<file path="config.mk">
export PLATFORM = sky130hd
export DESIGN_NAME = hwtb_merge
export DESIGN_NICKNAME = d
export VERILOG_FILES = /design/src/hdl/hwtb_pkg.sv /design/src/hdl/hwtb_merge.sv
export SDC_FILE = /design/constraint.sdc
export NUM_CORES = 1
export LEC_CHECK = 0
export BUFFER_PORTS_ARGS = -buffer_cell sky130_fd_sc_hd__buf_2
export CORE_AREA = 4 4 135 137
export CTS_CLUSTER_SIZE = 40
export DETAILED_ROUTE_END_ITERATION = 10
export DIE_AREA = 0 0 139 141
export PLACE_DENSITY = 0.83
export SLEW_MARGIN = 20
export SYNTH_ARGS = -nofsm -noshare
export SYNTH_HDL_FRONTEND = slang
export SYNTH_SLANG_ARGS = --single-unit
</file>
<file path="constraint.sdc">
create_clock -name clk -period 8.87 [get_ports clk]
set_clock_uncertainty 0.15 [all_clocks]
set_input_delay 1.774 -clock clk [delete_from_list [all_inputs] [get_ports clk]]
set_output_delay 1.774 -clock clk [all_outputs]
set_load 0.005 [all_outputs]
</file>
<file path="src/hdl/hwtb_pkg.sv">
`timescale 1ns / 1ps
package hwtb_pkg;

  localparam int PORTS     = 4;
  localparam int HW        = 16;            // Q8.8 height width
  localparam int WW        = 17;            // Q1.16 weight, 65536 is one
  localparam int PW        = WW + 8;        // weight times one channel
  localparam int CHAN_MAX  = 255;
  localparam int CH        = 3;

  localparam logic [2:0] REG_TILES  = 3'd0;
  localparam logic [2:0] REG_RANGE0 = 3'd1;

  // weight decided before the divider, or left to it
  typedef struct packed {
    logic zero;
    logic one;
  } lane_ctl_t;

endpackage

</file>
<file path="src/hdl/hwtb_merge.sv">
`timescale 1ns / 1ps
module hwtb_merge #(
  parameter int LANES = 4
) (
  input  logic       clk,
  input  logic       rst,
  input  logic       in_valid,
  input  logic [hwtb_pkg::PW-1:0] prod [LANES][hwtb_pkg::CH],
  output logic       done,
  output logic [7:0] chan [hwtb_pkg::CH],
  output logic       ovf
);

  localparam int SW = hwtb_pkg::PW + $clog2(LANES + 1);

  logic [SW-1:0]    sum  [hwtb_pkg::CH];
  logic [SW-17:0]   whole[hwtb_pkg::CH];
  logic [hwtb_pkg::CH-1:0] hit;

  always_comb begin
    for (int c = 0; c < hwtb_pkg::CH; c++) begin
      sum[c] = '0;
      for (int l = 0; l < LANES; l++) begin
        sum[c] = sum[c] + SW'(prod[l][c]);
      end
      whole[c] = sum[c][SW-1:16];
      hit[c]   = whole[c] >= (SW-16)'(hwtb_pkg::CHAN_MAX);
    end
  end

  always_ff @(posedge clk) begin
    if (rst) begin
      done <= 1'b0;
    end else begin
      done <= in_valid;
    end
    for (int c = 0; c < hwtb_pkg::CH; c++) begin
      chan[c] <= hit[c] ? 8'(hwtb_pkg::CHAN_MAX) : whole[c][7:0];
    end
    ovf <= |hit;
  end

endmodule

</file>
==> flow_summary.rst <==
.. list-table::
   :header-rows: 1

   * - Metric
     - Value
   * - Result of the run
     - finished clean
   * - Number of maximum-capacitance violations
     - 0
   * - Commonest cells in the netlist
     - inv_1 (400), fa_1 (147), ha_1 (72)
   * - Drt drc
     - 0
   * - Kind of critical path
     - input port to flop
   * - Worst rel slew slack
     - 0.496
   * - Worst EP arrival
     - 5.65 ns
   * - EDFF count, synth
     - 0
   * - Kind of launch point of the worst setup path
     - input port
   * - Y dimension of the die
     - 141 µm
   * - Hold Buf Count CTS
     - 0
   * - FF+latch count, synth
     - 26
   * - P&R area growth vs syn
     - 26.6%
   * - Largest net degree at the start of global routing
     - 16
   * - Post-CTS Setup Inserts
     - 0
   * - Full die area
     - between 15000 and 20000 µm²
   * - Fraction of post-synthesis cell area in the top cell type by area
     - 0.390
   * - Cell area after technology mapping
     - around 7500 µm²
   * - Cell Pwr Density
     - approximately 140 nW/µm²
   * - Final layout net count
     - 1765
   * - Number of DRC violations after detailed-routing iteration 0
     - 240
   * - TritonCTS clock tree
     - built
   * - Yosys top cell by area
     - fa_1
   * - Top post-synthesis cells by area
     - fa_1 (39%), inv_1 (20%), ha_1 (12%), dfxtp_1 (6.9%), a21oi_1 (2.7%)
   * - Chip Width
     - 139 µm
   * - Core outline area
     - 17100 µm²
   * - Aggregate routed wire length
     - 19300 µm
   * - Initial Util
     - 0.443
   * - H-Tree Level Count
     - 1
   * - Number of library cell types mapped by synthesis
     - 53
   * - Initial antenna violation count
     - 0
   * - Final setup viols
     - 0
   * - Max Fanout on Critical Path
     - 7
   * - Count of final hold-check violations
     - 0
   * - Buffer cell driving the clock tree root
     - clkbuf_16
   * - Remaining antenna violation count
     - 0
   * - 1st-pass router iterations
     - 4
   * - Clock buffer count from CTS
     - 3
   * - Fraction of final layout cells with drive strength greater than 1
     - 0.278
   * - Most used DFF post-synth
     - dfxtp_1
   * - Maximum root-to-sink buffer count
     - 2
   * - RSZ-0062 raised after global routing
     - no
   * - Hold Crit Class
     - input port to flop
   * - Lkg Pwr
     - 5.82 nW
   * - Endpoint type of the worst setup path
     - flop
   * - Routed wire length per instance
     - 13.1 µm
   * - Count of clock tree sinks
     - 26
   * - Cells after synthesis
     - 916
   * - Clock slew at reported path FFs
     - ~0.070 ns
   * - End-of-flow core utilization
     - 0.560
   * - Number of global-route vias before repair
     - 6855
   * - Gates resized, CTS repair
     - 0
   * - Cell with the largest stage delay on the worst path
     - a211oi_1
   * - Power, Total
     - about 1.4 mW
   * - Period utilization
     - 0.640
   * - Asr flop ratio synth
     - 0
   * - Pre-CTS setup slack
     - 2.89 ns
   * - Worst vdd rail ir drop
     - 0.0000820 V
   * - Final critical-path required period
     - 5.68 ns
   * - Std-Cell Rows
     - 48
   * - Critical Path Max Stage Delay
     - 0.67 ns
   * - All-Layer GR Usage
     - 0.193
   * - Dominant cell by count in the synthesized netlist
     - inv_1
   * - Port buffer count
     - approximately 330
   * - Max-slew violations
     - 0
   * - Routed vias/inst
     - roughly 4.6
   * - Final worst slack
     - approximately 3.2 ns
   * - CP cell instances
     - buf_2, inv_1, fa_1, inv_1, fa_1, ha_1, a21oi_1, o21ai_0, a211oi_1, a211o_1, o21ai_0, a211oi_1, a21boi_0, nand4bb_1
   * - Seq/Total Area, Yosys
     - 0.0690
   * - Leftover overflow at the end of global routing
     - 0
   * - Number of diodes
     - 0
   * - Worst Max-Slew Pin Slew
     - 0.752 ns
   * - I/O pin total
     - 329
   * - Post-Synthesis Net Count
     - 1438
   * - Required time at the worst-slack endpoint
     - 8.84 ns
   * - Number of vias after detailed routing
     - about 6800
   * - Mean post-synth cell area
     - a little over 8 µm²
   * - Placed wire-length estimate after detailed placement
     - 18300 µm
   * - First-pass GRT wire length
     - 31500 µm
   * - Worst hold margin
     - 1.52 ns
   * - Global placer's final weighted congestion
     - 0.935
   * - Fmax achieved
     - 176 MHz
   * - Setup total negative slack
     - 0 ns
   * - Number of warning messages in the yosys log
     - 0
[path summary, 6_finish.rpt]
| check | startpoint | to | slack (ns) | depth (start not counted) |
|---|---|---|---|---|
| max | prod[40] | ovf$_DFF_P_ | 3.19 | 14 |
| min | rst | done$_SDFF_PP0_ | 1.52 | 2 |
[flip-flops by register name, indices dropped and copies added, names as in the netlist]
name / cells
done: 1
ovf: 1
chan: 24
[area by class of cell]
class	count	area (µm²)
multi-input cells	484	5500
clock buffers	3	75.1
fillers	1529	7500
well taps	225	282
repair buffers	328	1640
inverters	400	1500
clock inverters	1	30.0
flip-flops and latches	26	520
[cell usage in the layout, fill, tap and decap left out, types with 5 or more instances in the layout]
cell      count
a21o_1       10
nand2_1      36
ha_1         72
dfxtp_1      26
nand4_1       9
buf_2       328
fa_1        147
nor3_1       12
xnor2_1      11
nand2b_1      5
nand3_1      12
inv_1       400
nor2_1       17
o21ai_0      19
a21oi_1      40
xor2_1       15
o211ai_1      6
[cell families after synthesis]
logic type	count (synthesis)	share of synthesized area
AO/OA/AOI/OAI	115	0.0983
XOR/XNOR	26	0.0302
adder cells (fa/ha/maj)	219	0.509
buffers and inverters	406	0.202
flip-flops	26	0.0690
multiplexers	2	0.00348
AND/OR/NAND/NOR	122	0.0879
[worst max-delay path: cells and delay by family]
family | cells | cell delay (ns)
buf+inv | 3 | 0.18
fa+ha+maj | 3 | 1.32
compound gates | 7 | 2.21
simple gates | 1 | 0.15
[metrics by stage]
stage	area, µm²	instances
5_1_grt	9550	1467
3_5_place_dp	9450	1463
2_1_floorplan	7550	916
6_report	9550	1467
4_1_cts	9550	1467
3_3_place_gp	9450	1463
[power breakdown]
part	switching [mW]	internal, mW	leakage [nW]
clock	0.0445	0.0899	0.0511
combinational	0.595	0.474	5.55
sequential	0.00748	0.144	0.212
total	0.647	0.708	5.82
[per-layer routing]
layer / vias to the layer above / global-route usage / part of all wire
met5: - / 0 / 0
met4: 0 / 0.0396 / 0.020
met3: 24 / 0.0315 / 0.074
met2: 284 / 0.351 / 0.51
met1: 3155 / 0.243 / 0.39
li1: 3316 / - / -
No activity file was read; power rests on OpenSTA's default activity.
