File: config.mk
export PLATFORM = sky130hd
export DESIGN_NAME = hwtb_lane
export DESIGN_NICKNAME = d
export VERILOG_FILES = /design/src/hdl/hwtb_pkg.sv /design/src/hdl/hwtb_lane.sv
export SDC_FILE = /design/constraint.sdc
export NUM_CORES = 2
export LEC_CHECK = 0
export ABC_CLOCK_PERIOD_IN_PS = 16300
export BUFFER_PORTS_ARGS = -buffer_cell sky130_fd_sc_hd__buf_2
export CAP_MARGIN = 20
export CORE_ASPECT_RATIO = 1.25
export CORE_MARGIN = 2
export CORE_UTILIZATION = 45
export CTS_CLUSTER_DIAMETER = 60
export DETAILED_ROUTE_END_ITERATION = 12
export GPL_TIMING_DRIVEN = 0
export PLACE_DENSITY = 0.59
export REMOVE_ABC_BUFFERS = 1
export SYNTH_ARGS = -nofsm -noshare
export SYNTH_HDL_FRONTEND = slang
export SYNTH_SLANG_ARGS = --single-unit
File: constraint.sdc
create_clock -name clk -period 16.3 [get_ports clk]
set_input_delay 1.63 -clock clk [delete_from_list [all_inputs] [get_ports clk]]
set_output_delay 1.63 -clock clk [all_outputs]
set_load 0.02 [all_outputs]
File: src/hdl/hwtb_pkg.sv
`timescale 1ns / 1ps
package hwtb_pkg;

  localparam int PORTS     = 4;
  localparam int HW        = 16;            // Q8.8 height width
  localparam int WW        = 17;            // Q1.16 weight, 65536 is one
  localparam int PW        = WW + 8;        // weight times one channel
  localparam int CHAN_MAX  = 255;
  localparam int CH        = 3;

  localparam logic [2:0] REG_TILES  = 3'd0;
  localparam logic [2:0] REG_RANGE0 = 3'd1;

  // weight decided before the divider, or left to it
  typedef struct packed {
    logic zero;
    logic one;
  } lane_ctl_t;

endpackage

File: src/hdl/hwtb_lane.sv
`timescale 1ns / 1ps
module hwtb_lane (
  input  logic        clk,
  input  logic        rst,
  input  logic        start,
  input  logic        en,
  input  logic [47:0] range,
  input  logic [15:0] height,
  input  logic [23:0] texel,
  output logic        prod_valid,
  output logic [hwtb_pkg::PW-1:0] prod [hwtb_pkg::CH]
);

  localparam int STAGES = 16;

  logic signed [16:0] h, lo, pk, hi, nom, den;
  logic               outside;
  hwtb_pkg::lane_ctl_t ctl_next;

  logic [15:0]         rem   [STAGES+1];
  logic [15:0]         quo   [STAGES+1];
  logic [15:0]         dv    [STAGES+1];
  logic [23:0]         tex   [STAGES+1];
  hwtb_pkg::lane_ctl_t ctl   [STAGES+1];
  logic                vld   [STAGES+1];
  logic [hwtb_pkg::WW-1:0] weight;

  always_comb begin
    h  = {height[15], height};
    lo = {range[15], range[15:0]};
    pk = {range[31], range[31:16]};
    hi = {range[47], range[47:32]};
    outside = (h < lo) || (h > hi);
    if (h < pk) begin
      nom = h - lo;
      den = pk - lo;
    end else begin
      nom = hi - h;
      den = hi - pk;
    end
    ctl_next.zero = 1'b0;
    ctl_next.one  = 1'b0;
    if (!en || outside) begin
      ctl_next.zero = 1'b1;
    end else if (den == 17'sd0) begin
      ctl_next.one = 1'b1;
    end else if (den < 17'sd0 || nom < 17'sd0) begin
      ctl_next.zero = 1'b1;
    end else if (nom >= den) begin
      ctl_next.one = 1'b1;
    end
  end

  // stage 0: set up remainder and divisor
  always_ff @(posedge clk) begin
    if (rst) begin
      vld[0] <= 1'b0;
    end else begin
      vld[0] <= start;
    end
    rem[0] <= nom[15:0];
    quo[0] <= '0;
    dv[0]  <= den[15:0];
    tex[0] <= texel;
    ctl[0] <= ctl_next;
  end

  // one quotient bit per stage; remainder stays below the divisor
  always_ff @(posedge clk) begin
    for (int k = 1; k <= STAGES; k++) begin
      if (rst) begin
        vld[k] <= 1'b0;
      end else begin
        vld[k] <= vld[k-1];
      end
      if ({rem[k-1], 1'b0} >= {1'b0, dv[k-1]}) begin
        rem[k] <= 16'({rem[k-1], 1'b0} - {1'b0, dv[k-1]});
        quo[k] <= {quo[k-1][14:0], 1'b1};
      end else begin
        rem[k] <= {rem[k-1][14:0], 1'b0};
        quo[k] <= {quo[k-1][14:0], 1'b0};
      end
      dv[k]  <= dv[k-1];
      tex[k] <= tex[k-1];
      ctl[k] <= ctl[k-1];
    end
  end

  always_comb begin
    if (ctl[STAGES].zero) begin
      weight = '0;
    end else if (ctl[STAGES].one) begin
      weight = {1'b1, 16'd0};
    end else begin
      weight = {1'b0, quo[STAGES]};
    end
  end

  always_ff @(posedge clk) begin
    if (rst) begin
      prod_valid <= 1'b0;
    end else begin
      prod_valid <= vld[STAGES];
    end
    for (int c = 0; c < hwtb_pkg::CH; c++) begin
      prod[c] <= weight * tex[STAGES][8*c +: 8];
    end
  end

endmodule

==> impl_results.md <==
* PD cells at 202 nW/um^2
* Main synth FF type: dfxtp_1
* Clock transition at path regs at 60 ps
* Die W at 317 microns
* Post-synth EDFFs at 0
* Reg2reg start: ctl[16][0]
* Largest family of logic cells by synthesized area: adder cells
* I/O Buffers at 167
* I/O pin cnt at 168
* Placed Area at between 50000 and 60000 sq um
* Worst Tran Pin Value at 1180 ps
* Crit Path Class: reg2reg
* Routed wire length at 117000 microns
* Area growth syn-to-layout at 13.0%
* Remaining global-route overflow at 0
* Row cnt at 143
* CP arrival at 8160 ps
* Sequential share of the synthesized area at 0.430
* Adder-Cell Fraction of Synth Area at 0.215
* WL/cell at 16.2 microns
* CP Max Fanout at 64
* Setup Viol. Count Final at 0
* Max-slew headroom at 0.211
* Layout net count at 6398
* Fin. Hold Viols at 0
* Tcrit/Tclk final at 0.465
* Initial DRT Pass Iterations at 6
* Pin count of the biggest net entering global routing at 67
* Clk Tree Root Cell: clkbuf_16
* Synth area leaders: dfxtp_1, ha_1, fa_1, inv_1, and3_1
* Fin cells at 7233
* Clock insertion delay at the later pin of the skew report at 750 ps
* Syn avg cell area at 10.3 sq um
* GRT Total Usage at 0.189
* Worst vdd ir at ~120 uV
* Starting DRC count in detailed routing at approximately 1500
* Num CTS Buffers at 120
* Hold bufs inserted after CTS at 0
* FFs w/ async S/R, synth at 0
* # DRC at 0
* Synth cell count leaders: dfxtp_1, inv_1, ha_1, and3_1, fa_1
* Die H at 395 microns
* Crit Reg-Reg Endpoint: prod[74]
* Req. time, crit path at 16880 ps
* Post CTS Setup Buffer Count at 0
* Number of synthesized register bits at 1183
* Remaining antenna violation count at 0
* Mapped Cells at ~5400
* Synth Area in XOR/XNOR at 0.0415
* Maxcap violations at 0
* Status: complete, no violations
* Mux cell area share after synthesis at 0.0424
* Hold Crit Class: reg2reg
* Share of post-route cells with drive strength above 1 at 0.108
* CTS tree: yes
* Final total power at between 10 and 15 mW
* Fmax at 132 MHz
* Post-Synth Simple-Gate Area at 0.122
* DP Cell Count at 7000
* RSZ-0062 raised after global routing: false
* Hold Crit Depth at 0
* Count leader, synth: dfxtp_1
* Design Area, Final at ~62000 sq um
* Hpwl dp at approximately 91000 microns
* Starting Density at 0.454
* Startpoint Class: flip-flop
* Crit. End Element: flip-flop
* Cts repair resizes at 0
* Sink Count at 1183
* Core ar. at around 120000 sq um
* Die area at 125000 sq um
* Area share of the largest cell type after synthesis at 0.430
* Final Wtd Congestion at 0.861
* Via count at 36573
* H-tree depth at 3
* Vias/cell at 5.06
* Initial antenna violation count at 5
* Max Root-Sink Buffers at 3
* CP endpoint: prod[74]
* Max Slew Vio Count at 0
* Setup_tns at 0 ps
* Top cell type by total area after synthesis: dfxtp_1
* Worst Clk Skew at 57.1 ps
* Worst R2R Setup Slack at 8720 ps
* Post-synthesis cell type count at 84
* Worst reg2reg path depth at 22
* Compound-cell area share of the yosys netlist at 0.0900
* First-pass GRT wire length at 189000 microns
* Synth Warn # at 0
* Worst Setup SP: ctl[16][0]
* Post-route minimum period at 7580 ps
* Synthesized area at roughly 55000 sq um
* Number of global-route vias before repair at 37330
* Lkg Pwr at roughly 30 nW
==> metrics by stage <==
| stage | utilization | setup slack (ps) | hold slack, ps |
|---|---|---|---|
| global placement | 0.473 | -2040 | 310 |
| detailed placement | 0.475 | 8720 | 312 |
| floorplan | - | 3420 | 310 |
| global route | 0.513 | 8240 | 309 |
| CTS | 0.512 | 8720 | 307 |
| finish | 0.513 | 8720 | 316 |
==> final cells by class <==
class,count,area [sq um]
Antenna cell,2,5.00
Clock buffer,152,3280
Clock inverter,75,1170
Fill cell,10963,59200
Inverter,744,2790
Multi-Input combinational cell,3299,28200
Sequential cell,1183,23700
Tap cell,1595,2000
Timing Repair Buffer,183,1200
==> flip-flops by register name, indices dropped and copies added (netlist names) <==
signal	flops
ctl	34
dv	256
rem	256
tex	408
prod_valid	1
quo	136
vld	17
prod	75
==> power by group <==
part | switching (mW) | internal, mW | total (mW) | leakage (nW)
clock network | 1.20 | 1.76 | 2.96 | 2.14
registers | 0.522 | 3.74 | 4.26 | 9.94
logic | 2.84 | 2.51 | 5.34 | 18.4
total | 4.56 | 8.02 | 12.6 | 30.5
==> worst max-delay path, cell delays in order (launching register included) <==
cell and delay [ps]:
dfxtp_1 330, nor2_4 550, buf_16 240, buf_12 230, buf_12 240, buf_16 220, and3_1 200, fa_1 450
fa_1 520, fa_1 540, inv_1 50, fa_1 520, inv_1 40, ha_1 210, or3_1 440, a21oi_1 140
o21ai_0 140, a221o_1 360, a311oi_1 500, o21ai_0 280, a41oi_1 370, a21oi_1 150, xnor2_1 620
==> cells in the final DEF (no fill, tap or decap), drive strengths merged, types with 12 or more instances in the layout <==
cell type / instances
and2: 37
a211oi: 28
a211o: 17
ha: 486
o41ai: 14
nor2: 253
nor3: 109
mux2i: 24
xnor2: 187
or3: 36
buf: 183
o31ai: 17
mux2: 186
a21boi: 22
a31oi: 19
clkinv: 29
nand2: 219
o211ai: 12
and3: 335
a21oi: 222
clkbuf: 152
or2: 15
nor2b: 73
bufinv: 19
dfxtp: 1183
nand2b: 48
o21bai: 18
xor2: 74
inv: 761
fa: 289
o21a: 62
o21ai: 163
nand4: 34
a21o: 78
nand3: 106
==> how the worst min path moves through the flow <==
stage / startpoint / end / slack (ps)
floorplan: ctl[9][0] / ctl[10][0] / 310
global placement: quo[9][7] / quo[10][8] / 310
detailed placement: ctl[14][0] / ctl[15][0] / 310
CTS: tex[0][372] / tex[0][396] / 310
global route: tex[0][372] / tex[0][396] / 310
finish: tex[0][372] / tex[0][396] / 320
==> per-layer routing <==
metal | global-route usage | up-vias | wire length [microns]
met4 | 0.102 | 0 | 6400
met1 | 0.207 | 17335 | 46500
met3 | 0.0304 | 292 | 4460
met2 | 0.345 | 738 | 59900
li1 | - | 18208 | -
met5 | 0 | - | 0
==> kinds of logic after synthesis <==
group	after synthesis
adder cells (fa/ha/maj)	775
XOR/XNOR	261
AO/OA/AOI/OAI	761
flip-flops	1183
multiplexers	210
buffers and inverters	869
AND/OR/NAND/NOR	1292
Note: power is estimated with default switching activity, not from simulation.
